**src/hw/rtl/bfr_pkg.sv**
```systemverilog
// Shared types and constants for the byte frame receiver.
// Used by the controller, the datapath and the top level; depends on nothing.
package bfr_pkg;

	// Payload capacity and derived widths
	localparam int MAX_PAYLOAD = 32;
	localparam int ADDR_W      = (MAX_PAYLOAD > 1) ? $clog2(MAX_PAYLOAD) : 1;
	localparam int CNT_W       = $clog2(MAX_PAYLOAD + 1);

	// Field widths fixed by the frame format
	localparam int BYTE_W  = 8;
	localparam int ID_W    = 16;
	localparam int INDEX_W = 6;
	localparam int TDATA_W = 56;

	// Configuration
	localparam logic [7:0] START_BYTE_RESET = 8'h42;
	localparam logic       REG_START_BYTE   = 1'b0;

	// Result kinds
	typedef enum logic [1:0] {
		KIND_HEADER  = 2'd0,
		KIND_PAYLOAD = 2'd1,
		KIND_LEN_ERR = 2'd2,
		KIND_SUM_ERR = 2'd3
	} bfr_kind_t;

	// Parser and drain states
	typedef enum logic [3:0] {
		ST_HUNT,
		ST_ID_LO,
		ST_ID_HI,
		ST_TYPE,
		ST_EVENT,
		ST_LEN,
		ST_INVLEN,
		ST_PAYLOAD,
		ST_CHECK,
		ST_DRAIN
	} bfr_state_t;

	// Commands from the controller to the datapath
	typedef struct packed {
		logic      cap_id_lo;
		logic      cap_id_hi;
		logic      cap_type;
		logic      cap_event;
		logic      cap_len;
		logic      sum_add;
		logic      sum_restart;
		logic      count_clear;
		logic      store_byte;
		logic      emit;
		bfr_kind_t emit_kind;
		logic      drain_start;
		logic      drain_next;
	} bfr_cmd_t;

	// Status from the datapath to the controller
	typedef struct packed {
		logic is_start;
		logic len_ok;
		logic len_zero;
		logic pay_done;
		logic sum_ok;
		logic drain_last;
		logic out_free;
	} bfr_stat_t;

endpackage

```
**src/hw/rtl/bfr_ram.sv**
```systemverilog
// Generic single-write, single-read RAM with registered read data.
// No dependencies; contents are undefined until written.
module bfr_ram #(
	parameter int WIDTH = 8,
	parameter int DEPTH = 32
) (
	input  logic                                         clk,
	input  logic                                         we,
	input  logic [((DEPTH > 1) ? $clog2(DEPTH) : 1)-1:0] waddr,
	input  logic [WIDTH-1:0]                             wdata,
	input  logic                                         re,
	input  logic [((DEPTH > 1) ? $clog2(DEPTH) : 1)-1:0] raddr,
	output logic [WIDTH-1:0]                             rdata
);

	logic [WIDTH-1:0] mem_q [DEPTH];
	logic [WIDTH-1:0] rdata_q;

	// Write port
	always_ff @(posedge clk) begin
		if (we) begin
			mem_q[waddr] <= wdata;
		end
	end

	// Registered read port; hold data between reads
	always_ff @(posedge clk) begin
		if (re) begin
			rdata_q <= mem_q[raddr];
		end
	end

	assign rdata = rdata_q;

endmodule

```
**src/hw/rtl/bfr_ctrl.sv**
```systemverilog
// Frame parser state machine: walks the header, payload and checksum bytes,
// then drains the stored payload. Uses bfr_pkg for states and command types.
module bfr_ctrl (
	input  logic               clk,
	input  logic               arst_n,
	input  logic               in_valid,
	output logic               in_ready,
	input  bfr_pkg::bfr_stat_t stat,
	output bfr_pkg::bfr_cmd_t  cmd
);

	bfr_pkg::bfr_state_t state_q;
	bfr_pkg::bfr_state_t state_d;
	logic                ready;
	logic                fire;

	// Stall input during drain, and on result-producing bytes while output is busy
	always_comb begin
		ready = (state_q != bfr_pkg::ST_DRAIN) &&
			(stat.out_free ||
			 ((state_q != bfr_pkg::ST_INVLEN) && (state_q != bfr_pkg::ST_CHECK)));
		fire  = in_valid && ready;
	end

	// Next state
	always_comb begin
		state_d = state_q;
		case (state_q)
			bfr_pkg::ST_HUNT: begin
				if (fire && stat.is_start) state_d = bfr_pkg::ST_ID_LO;
			end
			bfr_pkg::ST_ID_LO: begin
				if (fire) state_d = bfr_pkg::ST_ID_HI;
			end
			bfr_pkg::ST_ID_HI: begin
				if (fire) state_d = bfr_pkg::ST_TYPE;
			end
			bfr_pkg::ST_TYPE: begin
				if (fire) state_d = bfr_pkg::ST_EVENT;
			end
			bfr_pkg::ST_EVENT: begin
				if (fire) state_d = bfr_pkg::ST_LEN;
			end
			bfr_pkg::ST_LEN: begin
				if (fire) state_d = bfr_pkg::ST_INVLEN;
			end
			bfr_pkg::ST_INVLEN: begin
				if (fire) begin
					if (!stat.len_ok) state_d = bfr_pkg::ST_HUNT;
					else if (stat.len_zero) state_d = bfr_pkg::ST_CHECK;
					else state_d = bfr_pkg::ST_PAYLOAD;
				end
			end
			bfr_pkg::ST_PAYLOAD: begin
				if (fire && stat.pay_done) state_d = bfr_pkg::ST_CHECK;
			end
			bfr_pkg::ST_CHECK: begin
				if (fire) begin
					if (stat.sum_ok && !stat.len_zero) state_d = bfr_pkg::ST_DRAIN;
					else state_d = bfr_pkg::ST_HUNT;
				end
			end
			bfr_pkg::ST_DRAIN: begin
				if (stat.out_free && stat.drain_last) state_d = bfr_pkg::ST_HUNT;
			end
			default: begin
				state_d = bfr_pkg::ST_HUNT;
			end
		endcase
	end

	// Outputs
	always_comb begin
		cmd           = '0;
		cmd.emit_kind = bfr_pkg::KIND_HEADER;
		cmd.sum_add   = fire;
		case (state_q)
			bfr_pkg::ST_HUNT: begin
				cmd.sum_restart = fire && stat.is_start;
			end
			bfr_pkg::ST_ID_LO: begin
				cmd.cap_id_lo = fire;
			end
			bfr_pkg::ST_ID_HI: begin
				cmd.cap_id_hi = fire;
			end
			bfr_pkg::ST_TYPE: begin
				cmd.cap_type = fire;
			end
			bfr_pkg::ST_EVENT: begin
				cmd.cap_event = fire;
			end
			bfr_pkg::ST_LEN: begin
				cmd.cap_len = fire;
			end
			bfr_pkg::ST_INVLEN: begin
				cmd.emit        = fire && !stat.len_ok;
				cmd.emit_kind   = bfr_pkg::KIND_LEN_ERR;
				cmd.count_clear = fire && stat.len_ok;
			end
			bfr_pkg::ST_PAYLOAD: begin
				cmd.store_byte = fire;
			end
			bfr_pkg::ST_CHECK: begin
				cmd.emit        = fire;
				cmd.emit_kind   = stat.sum_ok ? bfr_pkg::KIND_HEADER : bfr_pkg::KIND_SUM_ERR;
				cmd.drain_start = fire && stat.sum_ok && !stat.len_zero;
			end
			bfr_pkg::ST_DRAIN: begin
				cmd.emit       = stat.out_free;
				cmd.emit_kind  = bfr_pkg::KIND_PAYLOAD;
				cmd.drain_next = stat.out_free;
			end
			default: begin
				cmd.sum_add = fire;
			end
		endcase
	end

	// State register
	always_ff @(posedge clk or negedge arst_n) begin
		if (!arst_n) begin
			state_q <= bfr_pkg::ST_HUNT;
		end else begin
			state_q <= state_d;
		end
	end

	assign in_ready = ready;

endmodule

```
**src/hw/rtl/bfr_dpath.sv**
```systemverilog
// Frame datapath: header registers, running checksum, payload store and the
// result output register. Uses bfr_pkg and bfr_ram.
module bfr_dpath (
	input  logic                          clk,
	input  logic                          arst_n,
	input  logic [bfr_pkg::BYTE_W-1:0]    rx_byte,
	input  logic [bfr_pkg::BYTE_W-1:0]    start_byte,
	input  bfr_pkg::bfr_cmd_t             cmd,
	output bfr_pkg::bfr_stat_t            stat,
	output logic                          out_valid,
	input  logic                          out_ready,
	output bfr_pkg::bfr_kind_t            out_kind,
	output logic [bfr_pkg::ID_W-1:0]      out_msg_id,
	output logic [bfr_pkg::BYTE_W-1:0]    out_msg_type,
	output logic [bfr_pkg::BYTE_W-1:0]    out_event_code,
	output logic [bfr_pkg::BYTE_W-1:0]    out_payload_len,
	output logic                          out_truncated,
	output logic [bfr_pkg::BYTE_W-1:0]    out_data_byte,
	output logic [bfr_pkg::INDEX_W-1:0]   out_byte_index,
	output logic                          out_last
);

	// Header and checksum state
	logic [bfr_pkg::ID_W-1:0]    id_q;
	logic [bfr_pkg::BYTE_W-1:0]  type_q;
	logic [bfr_pkg::BYTE_W-1:0]  event_q;
	logic [bfr_pkg::BYTE_W-1:0]  length_q;
	logic [bfr_pkg::BYTE_W-1:0]  sum_q;
	logic [bfr_pkg::BYTE_W-1:0]  count_q;
	logic [bfr_pkg::ADDR_W-1:0]  rd_idx_q;

	// Result register
	logic                        valid_q;
	bfr_pkg::bfr_kind_t          kind_q;
	logic [bfr_pkg::ID_W-1:0]    o_id_q;
	logic [bfr_pkg::BYTE_W-1:0]  o_type_q;
	logic [bfr_pkg::BYTE_W-1:0]  o_event_q;
	logic [bfr_pkg::BYTE_W-1:0]  o_len_q;
	logic                        o_trunc_q;
	logic [bfr_pkg::BYTE_W-1:0]  o_data_q;
	logic [bfr_pkg::INDEX_W-1:0] o_index_q;
	logic                        o_last_q;

	logic                        truncated;
	logic [bfr_pkg::CNT_W-1:0]   stored;
	logic [bfr_pkg::CNT_W-1:0]   rd_idx_next_cnt;
	logic                        drain_last;
	logic                        out_free;
	logic [bfr_pkg::BYTE_W:0]    count_inc;
	logic                        store_we;
	logic                        ram_re;
	logic [bfr_pkg::ADDR_W-1:0]  ram_raddr;
	logic [bfr_pkg::BYTE_W-1:0]  ram_rdata;

	// Derived frame quantities
	always_comb begin
		truncated       = length_q > bfr_pkg::BYTE_W'(bfr_pkg::MAX_PAYLOAD);
		stored          = truncated ? bfr_pkg::CNT_W'(bfr_pkg::MAX_PAYLOAD)
			: length_q[bfr_pkg::CNT_W-1:0];
		rd_idx_next_cnt = bfr_pkg::CNT_W'(rd_idx_q) + bfr_pkg::CNT_W'(1);
		drain_last      = rd_idx_next_cnt == stored;
		out_free        = !valid_q || out_ready;
		count_inc       = {1'b0, count_q} + 9'd1;
	end

	// Status to the controller
	always_comb begin
		stat.is_start   = rx_byte == start_byte;
		stat.len_ok     = length_q == ~rx_byte;
		stat.len_zero   = length_q == '0;
		stat.pay_done   = count_inc >= {1'b0, length_q};
		stat.sum_ok     = rx_byte == sum_q;
		stat.drain_last = drain_last;
		stat.out_free   = out_free;
	end

	// Capture header fields
	always_ff @(posedge clk or negedge arst_n) begin
		if (!arst_n) begin
			id_q     <= '0;
			type_q   <= '0;
			event_q  <= '0;
			length_q <= '0;
		end else begin
			if (cmd.cap_id_lo) id_q[7:0]  <= rx_byte;
			if (cmd.cap_id_hi) id_q[15:8] <= rx_byte;
			if (cmd.cap_type)  type_q     <= rx_byte;
			if (cmd.cap_event) event_q    <= rx_byte;
			if (cmd.cap_len)   length_q   <= rx_byte;
		end
	end

	// Running checksum and payload counter
	always_ff @(posedge clk or negedge arst_n) begin
		if (!arst_n) begin
			sum_q   <= '0;
			count_q <= '0;
		end else begin
			if (cmd.sum_add) begin
				sum_q <= (cmd.sum_restart ? '0 : sum_q) + rx_byte;
			end
			if (cmd.count_clear) begin
				count_q <= '0;
			end else if (cmd.store_byte) begin
				count_q <= count_inc[bfr_pkg::BYTE_W-1:0];
			end
		end
	end

	// Store payload bytes up to capacity; drop the rest
	assign store_we = cmd.store_byte && (count_q < bfr_pkg::BYTE_W'(bfr_pkg::MAX_PAYLOAD));

	// Drain read address: first entry, then one ahead of the entry being shown
	always_comb begin
		ram_re    = cmd.drain_start || (cmd.drain_next && !drain_last);
		ram_raddr = cmd.drain_start ? '0 : bfr_pkg::ADDR_W'(rd_idx_next_cnt);
	end

	always_ff @(posedge clk or negedge arst_n) begin
		if (!arst_n) begin
			rd_idx_q <= '0;
		end else if (cmd.drain_start) begin
			rd_idx_q <= '0;
		end else if (cmd.drain_next && !drain_last) begin
			rd_idx_q <= bfr_pkg::ADDR_W'(rd_idx_next_cnt);
		end
	end

	bfr_ram #(
		.WIDTH (bfr_pkg::BYTE_W),
		.DEPTH (bfr_pkg::MAX_PAYLOAD)
	) u_store (
		.clk   (clk),
		.we    (store_we),
		.waddr (count_q[bfr_pkg::ADDR_W-1:0]),
		.wdata (rx_byte),
		.re    (ram_re),
		.raddr (ram_raddr),
		.rdata (ram_rdata)
	);

	// Result valid: set on emit, clear when the transfer completes
	always_ff @(posedge clk or negedge arst_n) begin
		if (!arst_n) begin
			valid_q <= 1'b0;
		end else if (cmd.emit) begin
			valid_q <= 1'b1;
		end else if (out_ready) begin
			valid_q <= 1'b0;
		end
	end

	// Result payload: header fields on every result, data only for payload bytes
	always_ff @(posedge clk) begin
		if (cmd.emit) begin
			kind_q    <= cmd.emit_kind;
			o_id_q    <= id_q;
			o_type_q  <= type_q;
			o_event_q <= event_q;
			o_len_q   <= length_q;
			o_trunc_q <= truncated;
			o_data_q  <= '0;
			o_index_q <= '0;
			case (cmd.emit_kind)
				bfr_pkg::KIND_HEADER: begin
					o_last_q <= length_q == '0;
				end
				bfr_pkg::KIND_PAYLOAD: begin
					o_data_q  <= ram_rdata;
					o_index_q <= bfr_pkg::INDEX_W'(rd_idx_q);
					o_last_q  <= drain_last;
				end
				default: begin
					o_last_q <= 1'b1;
				end
			endcase
		end
	end

	assign out_valid       = valid_q;
	assign out_kind        = kind_q;
	assign out_msg_id      = o_id_q;
	assign out_msg_type    = o_type_q;
	assign out_event_code  = o_event_q;
	assign out_payload_len = o_len_q;
	assign out_truncated   = o_trunc_q;
	assign out_data_byte   = o_data_q;
	assign out_byte_index  = o_index_q;
	assign out_last        = o_last_q;

endmodule

```
**src/hw/rtl/byte_frame_receiver.sv**
```systemverilog
// Byte frame receiver top level: stream ports, APB register and assertions.
// Depends on bfr_pkg, bfr_ctrl, bfr_dpath and bfr_ram.
//
// Usage:
//   Received bytes enter on the s_axis stream, one per transfer. The block
//   hunts for the start byte (APB register at address 0, 0x42 after reset),
//   then reads id low, id high, type, event, length, inverted length, the
//   payload and a checksum byte (8-bit sum from the start byte on).
//   Results leave on m_axis: tuser holds the kind (header, payload byte,
//   length error, checksum error), tlast marks the final result of a frame.
//   A result is registered and shows in the cycle after the transfer of the
//   byte that causes it. Input takes one byte per cycle while parsing.
//   A good checksum gives the header, then one stored payload byte per cycle
//   read from the payload RAM (one read port), up to 32 bytes; input stalls
//   for that drain. Longer payloads are counted but not stored (truncated).
//   Reset: the parser hunts for the start byte; the payload RAM is not
//   cleared. When m_axis_tready is low the result register holds, and input
//   stalls only on the inverted-length and checksum bytes and during drain.
module byte_frame_receiver (
	input  logic        clk,
	input  logic        arst_n,
	// APB register port
	input  logic        psel,
	input  logic        penable,
	input  logic        pwrite,
	input  logic [2:0]  paddr,
	input  logic [31:0] pwdata,
	output logic [31:0] prdata,
	output logic        pready,
	// Byte input stream
	input  logic        s_axis_tvalid,
	output logic        s_axis_tready,
	input  logic [7:0]  s_axis_tdata,  // [7:0] rx_byte
	// Result stream
	output logic        m_axis_tvalid,
	input  logic        m_axis_tready,
	// [15:0] msg_id, [23:16] msg_type, [31:24] event_code, [39:32] payload_len,
	// [40] truncated, [48:41] data_byte, [54:49] byte_index, [55] zero
	output logic [55:0] m_axis_tdata,
	output logic [1:0]  m_axis_tuser,  // [1:0] kind
	output logic        m_axis_tlast
);

	logic [bfr_pkg::BYTE_W-1:0]  start_byte_q;
	logic                        cfg_we;
	bfr_pkg::bfr_cmd_t           cmd;
	bfr_pkg::bfr_stat_t          stat;
	bfr_pkg::bfr_kind_t          out_kind;
	logic [bfr_pkg::ID_W-1:0]    out_msg_id;
	logic [bfr_pkg::BYTE_W-1:0]  out_msg_type;
	logic [bfr_pkg::BYTE_W-1:0]  out_event_code;
	logic [bfr_pkg::BYTE_W-1:0]  out_payload_len;
	logic                        out_truncated;
	logic [bfr_pkg::BYTE_W-1:0]  out_data_byte;
	logic [bfr_pkg::INDEX_W-1:0] out_byte_index;

	// Register write on the access cycle
	assign pready = 1'b1;
	assign cfg_we = psel && penable && pwrite && pready && (paddr[2] == bfr_pkg::REG_START_BYTE);

	always_ff @(posedge clk or negedge arst_n) begin
		if (!arst_n) begin
			start_byte_q <= bfr_pkg::START_BYTE_RESET;
		end else if (cfg_we) begin
			start_byte_q <= pwdata[7:0];
		end
	end

	// Register read
	always_comb begin
		prdata = '0;
		if (paddr[2] == bfr_pkg::REG_START_BYTE) begin
			prdata = {24'd0, start_byte_q};
		end
	end

	bfr_ctrl u_ctrl (
		.clk      (clk),
		.arst_n   (arst_n),
		.in_valid (s_axis_tvalid),
		.in_ready (s_axis_tready),
		.stat     (stat),
		.cmd      (cmd)
	);

	bfr_dpath u_dpath (
		.clk             (clk),
		.arst_n          (arst_n),
		.rx_byte         (s_axis_tdata),
		.start_byte      (start_byte_q),
		.cmd             (cmd),
		.stat            (stat),
		.out_valid       (m_axis_tvalid),
		.out_ready       (m_axis_tready),
		.out_kind        (out_kind),
		.out_msg_id      (out_msg_id),
		.out_msg_type    (out_msg_type),
		.out_event_code  (out_event_code),
		.out_payload_len (out_payload_len),
		.out_truncated   (out_truncated),
		.out_data_byte   (out_data_byte),
		.out_byte_index  (out_byte_index),
		.out_last        (m_axis_tlast)
	);

	// Pack result fields, lowest field first
	assign m_axis_tuser = out_kind;
	assign m_axis_tdata = {1'b0, out_byte_index, out_data_byte, out_truncated,
		out_payload_len, out_event_code, out_msg_type, out_msg_id};

	// A new result never overwrites one still waiting
	assert property (@(posedge clk) disable iff (!arst_n)
		cmd.emit |-> (!m_axis_tvalid || m_axis_tready))
		else $error("result register overwritten");

	// Input stays stalled in the cycle after a drain starts
	assert property (@(posedge clk) disable iff (!arst_n)
		cmd.drain_start |=> !s_axis_tready)
		else $error("input accepted during payload drain");

	// Payload bytes are stored only on an input transfer
	assert property (@(posedge clk) disable iff (!arst_n)
		cmd.store_byte |-> (s_axis_tvalid && s_axis_tready))
		else $error("payload stored without transfer");

	// Error results always end their run
	assert property (@(posedge clk) disable iff (!arst_n)
		(m_axis_tvalid && (m_axis_tuser == bfr_pkg::KIND_LEN_ERR ||
			m_axis_tuser == bfr_pkg::KIND_SUM_ERR)) |-> m_axis_tlast)
		else $error("error result without tlast");

endmodule

```
**config.mk**
```make
export PLATFORM = sky130hd
export DESIGN_NAME = byte_frame_receiver
export DESIGN_NICKNAME = d
export VERILOG_FILES = /design/src/hw/rtl/bfr_pkg.sv /design/src/hw/rtl/bfr_ram.sv /design/src/hw/rtl/bfr_ctrl.sv /design/src/hw/rtl/bfr_dpath.sv /design/src/hw/rtl/byte_frame_receiver.sv
export SDC_FILE = /design/constraint.sdc
export NUM_CORES = 1
export LEC_CHECK = 0
export BUFFER_PORTS_ARGS = -buffer_cell sky130_fd_sc_hd__buf_2
export CELL_PAD_IN_SITES_DETAIL_PLACEMENT = 0
export CELL_PAD_IN_SITES_GLOBAL_PLACEMENT = 1
export CORE_MARGIN = 10
export CORE_UTILIZATION = 50
export DETAILED_ROUTE_END_ITERATION = 10
export PLACE_DENSITY = 0.84
export SYNTH_ARGS = -nofsm -noshare
export SYNTH_HDL_FRONTEND = slang
export SYNTH_SLANG_ARGS = --single-unit
```
**constraint.sdc**
```tcl
create_clock -name clk -period 6.5 [get_ports clk]
set_clock_uncertainty 0.15 [all_clocks]
set_input_delay 0.65 -clock clk [delete_from_list [all_inputs] [get_ports clk]]
set_output_delay 0.65 -clock clk [all_outputs]
set_load 0.005 [all_outputs]
```
* Yosys cells after proc, flatten, opt, wreduce, memory -nomap -nowiden
Memory sizes are Yosys's and may differ from the RTL's. A register that Yosys moved wholly into a read port is not among the register bits. Index checks and enable logic that the tools add are counted.
Operators by class: magnitude comparators 3, add/subtract/negate cells 3, equality and inequality tests 27, reductions and logical operators 30, mux-type cells 39, bitwise gates (word level) 2
Operators with widths (count):
- $mux 4 | 13
- $pmux 4 s10 | 1
- $mux 8 | 4
- $eq 8x8->1 | 3
- $ne 2x1->1 const B | 10
- $eq 4x3->1 const B | 4
- $logic_and 1x1->1 | 16
- $mux 5 | 3
- $mux 1 | 14
- $reduce_and 10->1 | 1
- $add 8x1->9 const B | 1
- $ge 9x8->1 | 1
- $pmux 3 s3 | 1
- $add 8x8->8 | 1
- $eq 4x2->1 const B | 2
- $eq 4x4->1 const B | 2
- $gt 8x6->1 const B | 1
- $logic_not 8->1 | 1
- $lt 8x6->1 const B | 1
- $ne 4x4->1 const B | 2
- $not 8->8 | 1
- $add 5x1->6 const B | 1
- $eq 6x6->1 | 1
- $mux 6 | 1
- other kinds (11) | 18
Storage, ports and cells: register bits after elaboration 132, memories kept 1, RAM bits 256
Memory list:
- u_dpath.u_store.mem_q | depth 32, bits a word 8, rd ports 1, clocked after memory_dff 1, write ports 1, line bfr_ram.sv:16 | logic [WIDTH-1:0] mem_q [DEPTH];

* Depth between registers and ports, before layout
depth in word-level cells 9, depth in mapped cells 17

* Hierarchy
Synthesis repeated with hierarchy kept, for this count alone.
Unflattened totals: cell total of the unflattened synthesis 964, area total of the unflattened synthesis 16729.8 µm²
Modules (own cells, without submodules):
- bfr_ram | sequential area each 7927.6 µm², cells each 417, area each 10133.5 µm², times used 1
- bfr_dpath | sequential area each 3263.1 µm², cells each 419, area each 5461.5 µm², times used 1
- byte_frame_receiver | sequential area each 202.7 µm², cells each 54, area each 596.8 µm², times used 1
- bfr_ctrl | sequential area each 100.1 µm², cells each 74, area each 538.0 µm², times used 1

* Worst setup path after synthesis
OpenSTA, ideal clock, no wires.
path kind input -> register, from in s_axis_tdata[7], to reg u_dpath.o_index_q (netlist bit u_dpath.out_byte_index[0]) (enable), buffers on the path 1, setup time 558 ps, slack 243 ps, stages 6, arrival time 5550 ps, required time 5792 ps, path through clkbuf_1 > xor2_1 > nand2_1 > or4_1 > a21oi_1 > o31ai_1
RTL lines:
- start: declaration | line byte_frame_receiver.sv:33 | input logic [7:0] s_axis_tdata,
- end signal: assignment | line bfr_dpath.sv:170 | o_index_q <= bfr_pkg::INDEX_W'(rd_idx_q);
- end: declaration | line bfr_dpath.sv:41 | logic [bfr_pkg::INDEX_W-1:0] o_index_q;

* Final worst setup path
from reg u_dpath.rd_idx_q[0] in the netlist's numbering, to reg u_dpath.u_store.rdata_q[2] (netlist: u_dpath.u_store.rdata[2]), read port of u_dpath.u_store.mem_q (enable)
Between the ends: cells in the longest elaborated chain, start to end 5, elaborated cells between the ends (all ways) 6
Ends and longest elaborated chain:
- start: declaration | line bfr_dpath.sv:30 | logic [bfr_pkg::ADDR_W-1:0] rd_idx_q;
- start signal: assignment | line bfr_dpath.sv:125 | rd_idx_q <= bfr_pkg::ADDR_W'(rd_idx_next_cnt);
- $add 5x1->6 | line bfr_dpath.sv:60 | rd_idx_next_cnt = bfr_pkg::CNT_W'(rd_idx_q) + bfr_pkg::CNT_W'(1);
- $eq 6x6->1 | line bfr_dpath.sv:61 | drain_last = rd_idx_next_cnt == stored;
- $logic_not 1->1 | line bfr_dpath.sv:115 | ram_re = cmd.drain_start || (cmd.drain_next && !drain_last);
- $logic_and 1x1->1 | line bfr_dpath.sv:115
- $logic_or 1x1->1 | line bfr_dpath.sv:115
- named net u_dpath.ram_re | line bfr_dpath.sv:51 | logic ram_re;
- end: declaration | line bfr_ram.sv:17 | logic [WIDTH-1:0] rdata_q;
The timed path passes the listed nets, and every way through them passes these cells. A chain may end at the register's enable or synchronous reset.

==> out/metrics.csv <==
metric,value,unit
critPathBufInv,1,
grt_pass1_wl,58.7,mm
cts_tree,done,
cellLeakagePower,6.88,nW
required,6.51,ns
syn_area_per_cell,14.6,um2
synthArstFlopShare,18.7,%
timing.fmax,249,MHz
wl_per_cell,22.2,um
synth_compound_gate_area_share,6.31,%
largest_register_ffs,256,
critPathKind,flop to flop,
grt_max_degree,75,
crit_family,compound AO/OA/AOI/OAI gates,
yosysWarnings,0,
mostFrequentLayoutCell,edfxtp_1,
intPower,5.68,mW
ant_nets,0,
first_pass_iters,5,
core,33400,um2
tns,0,ns
postPlaceCellArea,17700,um2
yosys_most_used_dff,edfxtp_1,
slew_headroom,21.5,%
nFillCells,2650,
grt_usage,18.4,%
port_buffers,90,
antenna_found_initial,0,
drt_iter0_drc,837,
slew_violations,0,
syn_area,16800,um2
worst_setup_path_start_kind,flop,
synthSimpleGateAreaFrac,9.08,%
irDropWorstVdd,0.231,mV
cts_root_buffer,clkbuf_16,
hpwlAfterDp,24.6,mm
power_switching_share,34.5,%
finalCritPeriodShare,61.8,%
cts_resized,0,
period_minus_slack,4.02,ns
p_switching,2.99,mW
top_register,u_dpath.u_store.mem_q,
crit_top_cell,a211oi_1,
endpoint_kind,flop,
vias,9718,
cts_setup_buffers,0,
timing.final.hold_violations,0,
synth_top_family_by_area,simple AND/OR/NAND/NOR gates,
drive_gt1_share,20.1,%
wirelength,38.1,mm
fin_nets,1307,
first_global_vias,9661,
synth-seq-cells,395,
cts_buffers,40,
path_clk_slew,0.06,ns
rsz0062_at_grt,no,
ctsHtreeMaxLevel,2,
dieArea,41400,um2
post-route-util,56.7,%
p_clk_share,25.1,%
synth-edff-count,321,
grt-ovfl-total,0,
yosys.area_share.adder,1.68,%
powerDensity,458,nW/um2
placementRows,67,
slowest_stage,o21ai_0,
syn_inst,1149,
hold_buffers,0,
ys_seq_area_share,68.3,%
pre_cts_slack,2.28,ns
comb_power_share,33.6,%
clock_latency,0.55,ns
synth.area.mux_share,8.81,%
power_frac_seq,41.3,%
vias_per_cell,5.67,
final_area,18900,um2
synth_xor_xnor_area_share,2.71,%
slowest_delay,0.93,ns
max_cap_viol_count,0,
tightestPinTransition,1.17,ns
die_w,203,um
fp.dieH,203,um
clockBufferDepth,3,
synth_cell_types,59,
synthToLayoutAreaGrowth,12.3,%
arrival,4.03,ns
ios,144,
crit_fanout,51,
clock_sinks,395,
num_antenna_cells,0,
setup_slack,2.48,ns
final_cell_mix,"edfxtp_1 (321), nand2_1 (113), buf_2 (89)",
start_util,50.4,%
outcome,"finished, final reports clean",
cp_cell_sequence,"ha_1, xor2_4, buf_4, a211oi_1, a211oi_1, o31ai_1, o21ai_0",
drc,0,
globalplace.congestion,0.884,
hp-class,primary input to async pin,
setup_violations,0,
## worst register-to-register path: stages (launching register included)
cell	delay, ns
dfrtp_4	0.81
ha_1	0.52
xor2_4	0.16
buf_4	0.53
a211oi_1	0.11
a211oi_1	0.23
o31ai_1	0.19
o21ai_0	0.93
## through the flow
step | hold WS [ns] | instances | power (mW)
after floorplan | 0.204 | 1174 | 5.54
after global placement | 0.277 | 1641 | 6.47
after detailed placement | 0.281 | 1641 | 6.53
after CTS | 0.135 | 1713 | 8.70
after global routing | 0.182 | 1713 | 9.15
final | 0.112 | 1713 | 8.67
## cell families (layout without fill, tap and decap cells)
| logic type | count (synthesis) | after routing |
|---|---|---|
| AO/OA/AOI/OAI | 160 | 160 |
| XOR/XNOR | 49 | 49 |
| adder cells (fa/ha/maj) | 22 | 22 |
| buffers and inverters | 103 | 194 |
| flip-flops | 395 | 395 |
| multiplexers | 101 | 101 |
| other | 2 | 27 |
| AND/OR/NAND/NOR | 317 | 317 |
## area by class of cell
class                   count  area [um2]  share of cell area, %
clock buffers              50        1070                   5.65
repair buffers            108         588                   3.11
flip-flops and latches    395       11500                   60.8
inverters                  14        52.6                  0.278
well taps                 448         561                   2.96
multi-input cells         676        4960                   26.2
clock inverters            22         178                  0.940
## Yosys cell counts (3+ instances only)
library cell / instances / area [um2]
o21a_1: 3 / 22.5
nand2_1: 113 / 424
nor2b_1: 13 / 81.3
and2_1: 16 / 100
nand3_1: 50 / 250
a21oi_1: 21 / 105
inv_1: 13 / 48.8
o21ai_0: 52 / 260
nor4_1: 6 / 37.5
nor2_1: 56 / 210
xor2_1: 31 / 272
clkbuf_1: 48 / 180
dfrtp_1: 72 / 1800
and3_1: 16 / 100
mux4_2: 33 / 743
ha_1: 21 / 263
a21o_1: 5 / 37.5
nand4_1: 4 / 25.0
o31ai_1: 13 / 97.6
a211oi_1: 6 / 45.0
mux2_2: 47 / 529
o211ai_1: 3 / 22.5
buf_1: 4 / 15.0
mux2i_1: 21 / 210
a22oi_1: 10 / 75.1
xnor2_1: 16 / 140
buf_4: 28 / 210
nand3b_1: 5 / 37.5
or3_1: 6 / 37.5
nand2b_1: 12 / 75.1
nor3_1: 5 / 25.0
a22o_1: 3 / 26.3
buf_2: 7 / 35.0
edfxtp_1: 321 / 9640
o22a_1: 10 / 87.6
o2111ai_1: 22 / 193
## worst paths after layout
kind,start,end,slack [ns],cells after the start
max in group asynchronous,arst_n,u_dpath.rd_idx_q[0]$_DFFE_PN0P_,5.39,1
worst min-delay path,arst_n,u_dpath.id_q[12]$_DFFE_PN0P_,0.11,1
worst max register to register,u_dpath.rd_idx_q[0]$_DFFE_PN0P_,u_dpath.u_store.rdata[2]$_DFFE_PP_,2.48,7
worst max-delay path,u_dpath.rd_idx_q[0]$_DFFE_PN0P_,u_dpath.u_store.rdata[2]$_DFFE_PP_,2.48,7
worst min register to register,u_dpath.type_q[6]$_DFFE_PN0P_,u_dpath.out_msg_type[6]$_DFFE_PP_,0.29,0
min in group clk,pwdata[7],start_byte_q[7]$_DFFE_PN0P_,0.19,2
## layer usage
metal / share of wire (%) / up-vias / global-route usage [%]
li1: - / 4459 / -
met1: 43 / 4855 / 24.8
met2: 48 / 349 / 29.6
met3: 7.2 / 55 / 4.11
met4: 2.2 / 0 / 5.28
met5: 0 / - / 0
## power groups by stage
stage / logic [mW] / clock network, mW / registers [mW]
2_1_floorplan: 2.06 / 0 / 3.48
3_3_place_gp: 2.85 / 0 / 3.62
3_5_place_dp: 2.90 / 0 / 3.63
4_1_cts: 2.92 / 2.21 / 3.58
5_1_grt: 3.21 / 2.31 / 3.63
6_report: 2.91 / 2.18 / 3.58
(Power assumes the default switching activity.)
